### src/rtl/cdra_pkg.sv
`default_nettype none

package cdra_pkg;

	localparam int unsigned DAY_W     = 5;
	localparam int unsigned MONTH_W   = 4;
	localparam int unsigned YEAR_W    = 14;
	localparam int unsigned READING_W = 32;
	localparam int unsigned PAIR_W    = 16;
	localparam int unsigned TOTAL_W   = 48;
	localparam int unsigned SUM_W     = TOTAL_W + 2;

	localparam logic [MONTH_W-1:0] MONTH_JAN     = 4'd1;
	localparam logic [MONTH_W-1:0] MONTH_FEB     = 4'd2;
	localparam logic [MONTH_W-1:0] MONTH_MAR     = 4'd3;
	localparam logic [MONTH_W-1:0] MONTH_APR     = 4'd4;
	localparam logic [MONTH_W-1:0] MONTH_MAY     = 4'd5;
	localparam logic [MONTH_W-1:0] MONTH_JUN     = 4'd6;
	localparam logic [MONTH_W-1:0] MONTH_JUL     = 4'd7;
	localparam logic [MONTH_W-1:0] MONTH_AUG     = 4'd8;
	localparam logic [MONTH_W-1:0] MONTH_SEP     = 4'd9;
	localparam logic [MONTH_W-1:0] MONTH_OCT     = 4'd10;
	localparam logic [MONTH_W-1:0] MONTH_NOV     = 4'd11;
	localparam logic [MONTH_W-1:0] MONTH_DEC     = 4'd12;
	localparam logic [MONTH_W-1:0] MONTH_WRAP    = 4'd13;

	// inverse of 25 mod 2^12; x divisible by 25 iff (x * inv) mod 2^12 <= 4095 / 25
	localparam int unsigned        Q_W       = YEAR_W - 2;
	localparam logic [Q_W-1:0]     INV25     = 12'd3113;
	localparam logic [Q_W-1:0]     DIV25_LIM = Q_W'((2 ** Q_W - 1) / 25);

	localparam logic [PAIR_W-1:0]  PAIR_MAX  = '1;
	localparam logic signed [TOTAL_W-1:0] TOTAL_MAX = {1'b0, {(TOTAL_W-1){1'b1}}};
	localparam logic signed [TOTAL_W-1:0] TOTAL_MIN = {1'b1, {(TOTAL_W-1){1'b0}}};

	// divisible by 4, and either not by 100 or also by 400
	function automatic logic is_leap(input logic [YEAR_W-1:0] y);
		logic [2*Q_W-1:0] prod;
		logic             div25;
		prod  = y[YEAR_W-1:2] * INV25;
		div25 = (prod[Q_W-1:0] <= DIV25_LIM);
		return (y[1:0] == 2'd0) && (!div25 || (y[3:2] == 2'd0));
	endfunction

	// first day number past the month end; zero for an invalid month
	function automatic logic [DAY_W:0] day_past_end(input logic [MONTH_W-1:0] m, input logic leap);
		logic [DAY_W:0] lim;
		case (m)
			MONTH_FEB: begin
				lim = leap ? 6'd30 : 6'd29;
			end
			MONTH_JAN, MONTH_MAR, MONTH_MAY, MONTH_JUL, MONTH_AUG, MONTH_OCT,
			MONTH_DEC: begin
				lim = 6'd32;
			end
			MONTH_APR, MONTH_JUN, MONTH_SEP, MONTH_NOV: begin
				lim = 6'd31;
			end
			default: begin
				lim = '0;
			end
		endcase
		return lim;
	endfunction

endpackage

`default_nettype wire

### src/rtl/consecutive_day_reading_accumulator.sv
// A result appears on out_valid in the cycle after the transaction that carries last.
// Throughput: one transaction per cycle while in_ready is high; date advance, match and
// the saturating add all fit between the stored previous reading and the output register.
// in_ready drops only while a result is held and out_ready is low.
// Reset (arst_n low, asynchronous) clears the stored date, reading and totals to zero.
`default_nettype none

module consecutive_day_reading_accumulator (
	input  wire logic                                 clk,
	input  wire logic                                 arst_n,
	input  wire logic                                 in_valid,
	output logic                                      in_ready,
	input  wire logic [cdra_pkg::DAY_W-1:0]           day,
	input  wire logic [cdra_pkg::MONTH_W-1:0]         month,
	input  wire logic [cdra_pkg::YEAR_W-1:0]          year,
	input  wire logic [cdra_pkg::READING_W-1:0]       reading,
	input  wire logic                                 first,
	input  wire logic                                 last,
	output logic                                      out_valid,
	input  wire logic                                 out_ready,
	output logic [cdra_pkg::PAIR_W-1:0]               pair_count,
	output logic signed [cdra_pkg::TOTAL_W-1:0]       total_use
);

	logic [cdra_pkg::DAY_W-1:0]          prev_day_q;
	logic [cdra_pkg::MONTH_W-1:0]        prev_month_q;
	logic [cdra_pkg::YEAR_W-1:0]         prev_year_q;
	logic                                prev_leap_q;
	logic [cdra_pkg::READING_W-1:0]      prev_reading_q;
	logic [cdra_pkg::PAIR_W-1:0]         pairs_q;
	logic signed [cdra_pkg::TOTAL_W-1:0] use_q;
	logic                                out_valid_q;
	logic [cdra_pkg::PAIR_W-1:0]         pair_count_q;
	logic signed [cdra_pkg::TOTAL_W-1:0] total_use_q;

	logic                                accept;
	logic [cdra_pkg::DAY_W:0]            next_d;
	logic [cdra_pkg::MONTH_W-1:0]        next_m;
	logic [cdra_pkg::YEAR_W:0]           next_y;
	logic                                roll_day;
	logic                                roll_month;
	logic                                match;
	logic signed [cdra_pkg::READING_W:0] diff;
	logic signed [cdra_pkg::SUM_W-1:0]   sum;
	logic signed [cdra_pkg::TOTAL_W-1:0] sum_sat;
	logic [cdra_pkg::PAIR_W-1:0]         pairs_d;
	logic signed [cdra_pkg::TOTAL_W-1:0] use_d;

	assign accept   = in_valid && in_ready;
	assign in_ready = !out_valid_q || out_ready;

	always_comb begin
		next_d     = {1'b0, prev_day_q} + 6'd1;
		next_m     = prev_month_q;
		roll_day   = (next_d == cdra_pkg::day_past_end(prev_month_q, prev_leap_q));
		if (roll_day) begin
			next_d = 6'd1;
			next_m = prev_month_q + 4'd1;
		end
		roll_month = (next_m == cdra_pkg::MONTH_WRAP);
		if (roll_month) begin
			next_m = cdra_pkg::MONTH_JAN;
		end
		next_y = {1'b0, prev_year_q} + {{cdra_pkg::YEAR_W{1'b0}}, roll_month};
		match  = (next_d == {1'b0, day}) && (next_m == month) && (next_y == {1'b0, year});

		diff    = $signed({1'b0, reading}) - $signed({1'b0, prev_reading_q});
		sum     = cdra_pkg::SUM_W'(use_q) + cdra_pkg::SUM_W'(diff);
		if (sum > cdra_pkg::SUM_W'(cdra_pkg::TOTAL_MAX)) begin
			sum_sat = cdra_pkg::TOTAL_MAX;
		end else if (sum < cdra_pkg::SUM_W'(cdra_pkg::TOTAL_MIN)) begin
			sum_sat = cdra_pkg::TOTAL_MIN;
		end else begin
			sum_sat = sum[cdra_pkg::TOTAL_W-1:0];
		end

		if (first) begin
			pairs_d = '0;
			use_d   = '0;
		end else if (match) begin
			pairs_d = (pairs_q == cdra_pkg::PAIR_MAX) ? pairs_q : pairs_q + 16'd1;
			use_d   = sum_sat;
		end else begin
			pairs_d = pairs_q;
			use_d   = use_q;
		end
	end

	always_ff @(posedge clk or negedge arst_n) begin
		if (!arst_n) begin
			prev_day_q     <= '0;
			prev_month_q   <= '0;
			prev_year_q    <= '0;
			prev_leap_q    <= 1'b1; // year zero is a leap year
			prev_reading_q <= '0;
			pairs_q        <= '0;
			use_q          <= '0;
			out_valid_q    <= 1'b0;
		end else begin
			if (accept) begin
				prev_day_q     <= day;
				prev_month_q   <= month;
				prev_year_q    <= year;
				prev_leap_q    <= cdra_pkg::is_leap(year);
				prev_reading_q <= reading;
				pairs_q        <= pairs_d;
				use_q          <= use_d;
			end
			if (accept && last) begin
				out_valid_q <= 1'b1;
			end else if (out_ready) begin
				out_valid_q <= 1'b0;
			end
		end
	end

	always_ff @(posedge clk) begin
		if (accept && last) begin
			pair_count_q <= pairs_d;
			total_use_q  <= use_d;
		end
	end

	assign out_valid  = out_valid_q;
	assign pair_count = pair_count_q;
	assign total_use  = total_use_q;

endmodule

`default_nettype wire

### config.mk
export PLATFORM = sky130hd
export DESIGN_NAME = consecutive_day_reading_accumulator
export DESIGN_NICKNAME = d
export VERILOG_FILES = /design/src/rtl/cdra_pkg.sv /design/src/rtl/consecutive_day_reading_accumulator.sv
export SDC_FILE = /design/constraint.sdc
export NUM_CORES = 1
export LEC_CHECK = 0
export BUFFER_PORTS_ARGS = -buffer_cell sky130_fd_sc_hd__buf_2
export CAP_MARGIN = 20
export CORE_MARGIN = 2
export CORE_UTILIZATION = 60
export CTS_BUF_LIST = sky130_fd_sc_hd__clkbuf_16
export CTS_CLUSTER_SIZE = 8
export DETAILED_ROUTE_END_ITERATION = 8
export PLACE_DENSITY = 0.9
export SETUP_SLACK_MARGIN = 0.2
export SYNTH_ARGS = -nofsm -noshare
export SYNTH_HDL_FRONTEND = slang
export SYNTH_SLANG_ARGS = --single-unit
### constraint.sdc
create_clock -name clk -period 7.51 [get_ports clk]
set_clock_uncertainty 0.2 [all_clocks]
set_input_delay 0.3755 -clock clk [delete_from_list [all_inputs] [get_ports clk]]
set_output_delay 0.3755 -clock clk [all_outputs]
set_load 0.03 [all_outputs]
==> flow_metrics.py, run 1 <==
metrics = {
    "clock_tree": {
        "root_buffer": "clkbuf_16",
        "clkSlewWorstSetupHoldPaths_ns": 0.08,
        "htree_levels": 4,
        "cts_max_path_buffers": 2,
        "numCtsBuffers": 17,
        "cts_setup_buffers": 0,
        "clk_latency_ns": 0.45,
        "cts.sinks": 185,
        "cts_tree": "done",
    },
    "critical_path": {
        "cp_max_fo": 23,
        "regToRegEndpoint": "total_use[12]",
        "cp.arrival_ns": 6.97,
        "crit_path_start": "reading[5]",
        "ff2ff_path_depth": 28,
        "crit_path_end": "total_use[12]",
        "crit_required_ns": 7.48,
        "cp_slowest_cell": "dlygate4sd3_1",
        "cp.depth": 29,
        "worst-path-buf-inv": 5,
        "max_stage_delay_ns": 0.52,
        "critical_path.startpoint_type": "input port",
        "cp_top_family": "compound AO/OA/AOI/OAI gates",
        "critPathCaptureType": "register",
        "worstSetupPathType": "input port to register",
        "r2r_slack_ns": 0.62,
        "r2r-start": "prev_reading_q[2]",
    },
    "synth": {
        "yosys-top-cells-area": "dfrtp_1 21%, edfxtp_1 13%, ha_1 9.9%",
        "ys_seq_elements": 185,
        "synthArstFlopShare_pct": 65.41,
        "yosys.area_share.simple_pct": 18.27,
        "synth.top_cells.by_count": "292 x nand2_1, 186 x a21oi_1, 125 x o21ai_0, 120 x dfrtp_1, 113 x ha_1",
        "synth_enable_flop_cells": 64,
        "syn_area_um2": 14330,
        "synth_top_area_share_pct": 20.96,
        "synth_top_cell_by_area": "dfrtp_1",
        "synthAdderAreaFrac_pct": 11.26,
        "synthXorXnorAreaFrac_pct": 7.326,
        "synth_compound_area_share_pct": 22.02,
        "synthMuxAreaShare_pct": 1.467,
        "syn_nets": 1891,
        "seq_area_frac_synth_pct": 34.55,
        "yosys_warnings": 0,
        "yosysMostFrequentCell": "nand2_1",
        "ys.flop_type": "dfrtp_1",
        "syn_inst": 1709,
        "synth_top_family_by_area": "compound AO/OA/AOI/OAI gates",
        "synthDistinctLibCells": 90,
        "synth.avg_cell_area_um2": 8.385,
    },
    "timing": {
        "grt_setup_unrepaired": "yes",
        "fin_crit_sh_pct": 93.17,
        "whs_ns": -0.008757,
        "finalMaxSlewViolations": 0,
        "hold_violations": 2,
        "tightest_slew_ns": 1.079,
        "fin_crit_ns": 6.997,
        "final.setup.tns_ns": 0,
        "setup_viol": 0,
        "fmax_mhz": 142.9,
        "relSlewSlack_pct": 27.90,
    },
    "power_and_ir_drop": {
        "ir_drop_v": 0.0001599,
        "pwr_density_cell_nw_per_um2": 209.7,
        "p_leak_uw": 0.007170,
    },
    "finish": {
        "fillerInstances": 1795,
        "nets": 2027,
        "fin_util_pct": 69.25,
        "drive_above_1_share_pct": 11.68,
        "final_cell_count_no_fill": 2177,
        "areaGrowthSynthToFinish_pct": 13.44,
        "diodes": 0,
    },
    "grt": {
        "grt_pass1_wl_um": 60640,
        "grt_max_degree": 94,
        "grt_pass1_vias": 12530,
        "use_met1_pct": 39.43,
        "grt_use_met2_pct": 51.27,
        "use_met3_pct": 3.702,
        "antenna_found_initial": 0,
        "top_usage_layer": "met2",
        "grt_usage_pct": 30.15,
        "grt_overflow": 0,
    },
    "drt": {
        "drt_first_pass_iters": 6,
        "wire_per_inst_um": 17.13,
        "dr_total_vias": 13220,
        "viasPerCell": 6.071,
        "drt_iter0_markers": 979,
        "final_antenna_net_count": 0,
        "drt-total-wl_um": 37290,
        "drc": 0,
    },
    "placed_design": {
        "gp_congestion": 0.9236,
        "place_inst": 2100,
        "place_hpwl_um": 26590,
        "port_buffers": 126,
    },
    "floorplan": {
        "num_rows": 56,
        "floorplan.core_area_um2": 23470,
        "die-width_um": 158.5,
        "die_y_um": 158.5,
        "dieArea_um2": 25130,
        "io_pins": 127,
        "initial_core_util_pct": 61.05,
    },
    "worst_hold_path": {
        "hold_depth": 3,
        "hold_path.class": "input port to register",
    },
    "flow_run": {
        "maxCapViolCount": 0,
    },
    "run_status": {
        "status": "finished with violations",
        "violations": "negative hold slack",
    },
}
==> layer usage <==
layer / up-vias / part of all wire (%)
li1: 6345 / -
met1: 6228 / 42
met2: 566 / 49
met3: 78 / 6.5
met4: 0 / 2.7
met5: - / 0
==> sequential cells by signal, summed over array words and instances, names as in the netlist <==
| signal | count |
|---|---|
| total_use | 48 |
| use_q | 48 |
| prev_reading_q | 32 |
| pair_count | 16 |
| pairs_q | 16 |
| prev_year_q | 14 |
| prev_day_q | 5 |
| prev_month_q | 4 |
| out_valid | 1 |
| prev_leap_q | 1 |
==> final cells by class <==
| cell class | instances | area [µm²] | share of cell area, % |
|---|---|---|---|
| multi-input cells | 1349 | 8687 | 53.44 |
| flip-flops and latches | 185 | 4951 | 30.46 |
| repair buffers | 191 | 1276 | 7.851 |
| clock buffers | 17 | 425.4 | 2.617 |
| well taps | 319 | 399.1 | 2.455 |
| inverters | 101 | 379.1 | 2.332 |
| clock inverters | 15 | 137.6 | 0.8467 |
==> how the worst min path moves through the flow <==
stage	from	endpoint
floorplan	arst_n	out_valid
global placement	arst_n	prev_year_q[0]
detailed placement	arst_n	prev_year_q[0]
CTS	month[3]	prev_month_q[3]
global route	month[3]	prev_month_q[3]
finish	month[3]	prev_month_q[3]
==> cells by family (layout without fill, tap and decap cells) <==
| kind of cell | after synthesis | count (layout) |
|---|---|---|
| AND/OR/NAND/NOR | 576 | 576 |
| buffers and inverters | 175 | 324 |
| flip-flops | 185 | 185 |
| adder cells (fa/ha/maj) | 125 | 125 |
| multiplexers | 20 | 20 |
| XOR/XNOR | 119 | 119 |
| AO/OA/AOI/OAI | 509 | 509 |
==> stage by stage <==
step | worst slack, ns | hold slack, ns | cell area, µm² | total power, µW
floorplan | 0.8117 | -0.1201 | 14330 | 2150
global placement | 0.4806 | 0.2313 | 15210 | 2442
detailed placement | 0.2335 | 0.2409 | 15210 | 2484
CTS | 0.3136 | 0.0005287 | 16210 | 3381
global route | 0.1969 | 0.006929 | 16260 | 3604
finish | 0.5132 | -0.008757 | 16260 | 3408
==> repair_timing <==
item / in CTS / in global routing
hold endpoints to repair: 89 / 0
resized for setup: 0 / 5
endpoints found under the setup margin: 0 / 90
hold buffers: 44 / 0
==> report_power, final <==
part	total, µW	switching [µW]	internal (µW)
clock network	892	454	438
registers	1140	44.0	1100
logic	1370	865	508
total	3410	1360	2050
==> worst register-to-register path: cells and delay by family, from the launching register on <==
kind                       cells  cell delay [ns]
adders and majority gates      2             0.60
buffers and inverters          4             0.82
muxes                          1             0.21
xor gates and xnor gates       1             0.13
and+or+nand+nor                3             0.33
AOI/OAI and AO/OA             17             3.96
DFF                            1             0.37
==> layout by cell type (no fill, tap or decap), drive strengths merged, types with 22 or more instances in the layout <==
cell,instances
o21ai,131
a31oi,22
a21oi,186
nor3,27
a21o,37
edfxtp,64
xor2,47
buf,147
nor2,112
xnor2,72
ha,113
nand3,35
dfrtp,120
dlygate4sd3,44
nand2,293
inv,108
No activity file was read; power rests on OpenSTA's default activity.
==> run 2: changes to the inputs <==
clock period = 8.4 ns   (was 7.51 ns; I/O delays follow)
==> flow_metrics.py, run 2 (synthesis results as in run 1) <==
metrics = {
    "grt": {
        "grt_usage_pct": 30.35,
        "antenna_found_initial": 0,
        "grt_pass1_wl_um": 61040,
        "grt_max_degree": 93,
        "grt_pass1_vias": 12720,
        "grt_overflow": 0,
    },
    "power_and_ir_drop": {
        "pwr_density_cell_nw_per_um2": 192.7,
        "netSwitchingFraction_pct": 40.00,
        "clkPwrFrac_pct": 27.3,
        "p_seq_share_pct": 33.2,
        "switchingPower_uw": 1232,
        "p_leak_uw": 0.007041,
        "ir_drop_v": 0.0001325,
        "p_int_uw": 1848,
        "power_uw": 3080,
        "combPwrFrac_pct": 39.5,
    },
    "drt": {
        "wire_per_inst_um": 17.36,
        "drt_iter0_markers": 1186,
        "drc": 0,
        "drt-total-wl_um": 37230,
        "final_antenna_net_count": 0,
        "dr_total_vias": 13160,
        "viasPerCell": 6.134,
        "drt_first_pass_iters": 5,
    },
    "finish": {
        "fin_util_pct": 68.09,
        "layout_commonest_cell": "nand2_1",
        "fillerInstances": 1896,
        "drive_above_1_share_pct": 11.45,
        "final_cell_mix": "292 x nand2_1, 186 x a21oi_1, 125 x o21ai_0, 125 x buf_2, 120 x dfrtp_1",
        "final_cell_area_um2": 15980,
        "areaGrowthSynthToFinish_pct": 11.53,
        "nets": 1995,
        "diodes": 0,
    },
    "critical_path": {
        "regToRegEndpoint": "total_use[20]",
        "critPathCaptureType": "register",
        "cp_max_fo": 23,
        "crit_path_end": "total_use[20]",
        "r2r-start": "prev_reading_q[2]",
        "cp.arrival_ns": 7.55,
        "cpMostUsedCell": "o21ai_0",
        "r2r_slack_ns": 1.08,
        "crit_required_ns": 8.37,
        "cp_slowest_cell": "a221oi_1",
        "critical_path.startpoint_type": "input port",
        "cp_top_family": "compound AO/OA/AOI/OAI gates",
        "worstSetupPathType": "input port to register",
        "cp.depth": 28,
        "crit_path_start": "reading[2]",
        "worst-path-buf-inv": 4,
        "max_stage_delay_ns": 0.56,
        "ff2ff_path_depth": 27,
    },
    "floorplan": {
        "num_rows": 56,
        "die_y_um": 158.5,
        "io_pins": 127,
        "floorplan.core_area_um2": 23470,
        "dieArea_um2": 25130,
        "initial_core_util_pct": 61.05,
        "die-width_um": 158.5,
    },
    "clock_tree": {
        "clkSlewWorstSetupHoldPaths_ns": 0.08,
        "numCtsBuffers": 17,
        "cts_max_path_buffers": 2,
        "cts.sinks": 185,
        "cts_tree": "done",
        "root_buffer": "clkbuf_16",
        "clk_latency_ns": 0.46,
        "htree_levels": 4,
    },
    "timing": {
        "finalMaxSlewViolations": 0,
        "relSlewSlack_pct": 31.31,
        "hold_violations": 2,
        "setup_viol": 0,
        "fin_crit_sh_pct": 90.25,
        "whs_ns": -0.006777,
        "fin_crit_ns": 7.581,
        "tightest_slew_ns": 1.028,
        "fmax_mhz": 131.9,
        "grt_setup_unrepaired": "no",
        "final.setup.tns_ns": 0,
    },
    "placed_design": {
        "place_hpwl_um": 26220,
        "gp_congestion": 0.9395,
        "port_buffers": 126,
        "dpl-instance-area_um2": 15150,
    },
    "flow_run": {
        "maxCapViolCount": 0,
    },
    "worst_hold_path": {
        "hold_path.class": "input port to register",
    },
    "run_status": {
        "status": "finished with violations",
        "violations": "negative hold slack",
    },
}
run 2: cell count changes in the layout (fill, tap and decap cells not counted), moves of 2 or more:
cell	change
a311oi_2	-2
clkinv_4	-2
o21ai_1	-2
o21ai_0	+2
a311oi_1	+2
dlygate4sd3_1	-25
inv_6	+3
buf_4	-7
run 2: area by class of cell:
type	count	area (µm²)	area share, %
Multi-Input combinational cell	1349	8681	54.32
Timing Repair Buffer	159	973.4	6.091
Clock inverter	15	172.7	1.080
Clock buffer	17	425.4	2.662
Sequential cell	185	4951	30.98
Inverter	101	379.1	2.372
Tap cell	319	399.1	2.497
run 2: per-layer routing:
| layer | up-vias | global-route usage (%) | wire [µm] | share of wire [%] |
|---|---|---|---|---|
| met3 | 79 | 3.674 | 2464 | 6.6 |
| met1 | 6237 | 39.33 | 15700 | 42 |
| met5 | - | 0 | 0 | 0 |
| met2 | 561 | 51.72 | 17960 | 48 |
| li1 | 6280 | - | - | - |
| met4 | 0 | 12.36 | 1106 | 3.0 |
run 2: worst min path at each step:
stage | start | to | slack [ns] | cells past startpoint
2_1_floorplan | arst_n | out_valid | -0.08 | 0
3_3_place_gp | prev_year_q[0] | prev_year_q[0] | 0.27 | 2
3_5_place_dp | prev_year_q[0] | prev_year_q[0] | 0.28 | 2
4_1_cts | reading[12] | prev_reading_q[12] | 0.0004 | 3
5_1_grt | reading[12] | prev_reading_q[12] | 0.02 | 3
6_report | reading[12] | prev_reading_q[12] | -0.007 | 3
run 2: per-stage QoR:
step                      setup slack, ns  cells  hold slack, ns
after global placement             0.9880   2093          0.2683
after floorplan                     1.657   1709        -0.07559
after detailed placement           0.7050   2093          0.2780
after global routing               0.3842   2145         0.01618
after CTS                          0.6555   2144       0.0003516
final                              0.8193   2145       -0.006777
run 2: repair_timing:
action	in CTS	in global routing
setup endpoints to repair	0	30
hold endpoints to repair	68	0
setup buffers	0	0
gates resized for setup	0	2
hold buffers	19	0
run 2: worst reg2reg max path: cells and delay by family (launching register included):
kind	cells	cell delay [ns]
multiplexers	1	0.19
adder cells (fa/ha/maj)	2	0.65
AO/OA/AOI/OAI	17	4.27
AND/OR/NAND/NOR	3	0.64
buffers and inverters	3	0.55
flip-flops	1	0.34
XOR/XNOR	1	0.21
run 2: power groups by stage:
stage          clock network [µW]  registers (µW)  logic (µW)
5_1_grt                       880            1030        1350
4_1_cts                       843            1020        1200
3_5_place_dp                    0            1040        1170
3_3_place_gp                    0            1040        1140
2_1_floorplan                   0            1050         873
6_report                      841            1020        1220
==> run 3: changes to the inputs <==
BUFFER_PORTS_ARGS = -buffer_cell sky130_fd_sc_hd__clkbuf_2   (was -buffer_cell sky130_fd_sc_hd__buf_2)
==> flow_metrics.py, run 3 (synthesis results as in run 1) <==
metrics = {
    "power_and_ir_drop": {
        "netSwitchingFraction_pct": 39.12,
        "p_int_uw": 1900,
        "switchingPower_uw": 1220,
        "combPwrFrac_pct": 38.8,
        "pwr_density_cell_nw_per_um2": 196.3,
        "clkPwrFrac_pct": 28.4,
        "p_leak_uw": 0.007043,
        "ir_drop_v": 0.0001246,
        "p_seq_share_pct": 32.8,
        "power_uw": 3120,
    },
    "critical_path": {
        "cp_max_fo": 26,
        "critical_path.startpoint_type": "input port",
        "cp.arrival_ns": 7.52,
        "cpMostUsedCell": "o21ai_0",
        "worstSetupPathType": "input port to register",
        "critPathCaptureType": "register",
        "cp_top_family": "compound AO/OA/AOI/OAI gates",
        "crit_required_ns": 8.36,
        "max_stage_delay_ns": 0.61,
        "worst-path-buf-inv": 4,
        "cp_slowest_cell": "nor2_2",
    },
    "grt": {
        "antenna_found_initial": 0,
        "grt_max_degree": 94,
        "grt_usage_pct": 29.99,
        "grt_pass1_vias": 12280,
        "grt_pass1_wl_um": 60160,
        "grt_overflow": 0,
    },
    "timing": {
        "tightest_slew_ns": 1.104,
        "grt_setup_unrepaired": "no",
        "hold_violations": 0,
        "fin_crit_ns": 7.556,
        "final.setup.tns_ns": 0,
        "setup_ws_ns": 0.8438,
        "fmax_mhz": 132.3,
        "fin_crit_sh_pct": 89.96,
        "setup_viol": 0,
        "finalMaxSlewViolations": 0,
        "relSlewSlack_pct": 26.18,
    },
    "finish": {
        "diodes": 0,
        "nets": 1986,
        "areaGrowthSynthToFinish_pct": 10.91,
        "drive_above_1_share_pct": 11.45,
        "final_cell_mix": "292 x nand2_1, 186 x a21oi_1, 125 x o21ai_0, 125 x clkbuf_2, 120 x dfrtp_1",
        "layout_commonest_cell": "nand2_1",
        "final_cell_area_um2": 15890,
    },
    "clock_tree": {
        "cts.sinks": 185,
        "cts_tree": "done",
        "cts-resized-gates": 0,
        "ctsHoldBuffers": 9,
        "root_buffer": "clkbuf_16",
        "numCtsBuffers": 17,
        "cts_max_path_buffers": 2,
        "htree_levels": 4,
        "clkSlewWorstSetupHoldPaths_ns": 0.07,
        "cts_setup_buffers": 0,
        "clk_latency_ns": 0.45,
    },
    "placed_design": {
        "dpl-instance-area_um2": 15180,
        "gp_congestion": 0.9483,
        "port_buffers": 126,
        "place_hpwl_um": 26420,
        "pre_cts_slack_ns": 0.8326,
    },
    "drt": {
        "wire_per_inst_um": 17.33,
        "drt_iter0_markers": 1322,
        "drt_first_pass_iters": 6,
        "dr_total_vias": 13100,
        "drc": 0,
        "viasPerCell": 6.132,
        "final_antenna_net_count": 0,
        "drt-total-wl_um": 37020,
    },
    "floorplan": {
        "io_pins": 127,
        "die_y_um": 158.5,
        "floorplan.core_area_um2": 23470,
        "num_rows": 56,
        "initial_core_util_pct": 61.05,
        "dieArea_um2": 25130,
        "die-width_um": 158.5,
    },
    "flow_run": {
        "maxCapViolCount": 0,
    },
    "run_status": {
        "status": "finished, final reports clean",
    },
    "worst_hold_path": {
        "hold_path.class": "input port to register",
    },
}
==> run 3: per-stage QoR <==
stage | hold WS, ns | std cells | util [%]
2_1_floorplan | -0.07559 | 1709 | -
3_3_place_gp | 0.2734 | 2094 | 64.54
3_5_place_dp | 0.2818 | 2095 | 64.65
4_1_cts | 0.0001124 | 2136 | 67.71
5_1_grt | 0.006907 | 2136 | 67.71
6_report | 0.001670 | 2136 | 67.71
==> run 3: worst register-to-register path, stage by stage, from the launching register on <==
cell      delay [ns]
dfrtp_1         0.37
inv_1           0.08
ha_1            0.26
nor2b_1         0.14
o21a_1          0.18
o21ai_0         0.29
a311oi_1        0.19
a221o_1         0.44
a221oi_1        0.54
o21bai_1        0.15
o21ai_0         0.32
a311oi_1        0.20
a31o_2          0.30
a31oi_1         0.17
buf_4           0.26
ha_1            0.34
a21oi_1         0.22
o21ai_0         0.13
a221oi_1        0.36
o221ai_1        0.18
a21o_1          0.21
a41o_1          0.25
xor2_1          0.23
nor2_2          0.62
buf_12          0.26
o21ai_0         0.17
nand2_1         0.11
a21oi_1         0.07
==> run 3: routing by layer <==
layer  GRT usage (%)  vias to the layer above  wire length (µm)
met5               0                        -                 0
met4           9.653                        0               854
met3           3.511                       65              2554
met2           50.73                      575             17800
met1           40.25                     6193             15800
li1                -                     6265                 -
==> run 3: power groups by stage <==
stage / sequential (µW) / combinational (µW) / clock [µW]
finish: 1020 / 1210 / 886
global route: 1030 / 1340 / 928
CTS: 1020 / 1190 / 889
detailed placement: 1040 / 1180 / 0
global placement: 1040 / 1150 / 0
floorplan: 1050 / 873 / 0
==> run 3: worst paths after layout <==
| path | from | end | slack, ns | cells past startpoint |
|---|---|---|---|---|
| max | reading[5] | total_use[10] | 0.84 | 28 |
| min | reading[11] | prev_reading_q[11] | 0.002 | 3 |
| max reg2reg | prev_reading_q[2] | total_use[10] | 0.88 | 27 |
| min reg2reg | prev_reading_q[0] | prev_reading_q[0] | 0.30 | 2 |
| max in group asynchronous | arst_n | prev_reading_q[11] | 6.19 | 3 |
| min in group asynchronous | arst_n | prev_day_q[2] | 0.34 | 2 |
==> run 3: final cells by class <==
class | instances | area (µm²)
tap | 319 | 399.1
fill | 1888 | 7579
sequential | 185 | 4951
clock buffer | 17 | 425.4
multi-input combinational | 1349 | 8668
inverter | 101 | 379.1
clock inverter | 15 | 202.7
timing repair buffer | 150 | 868.3
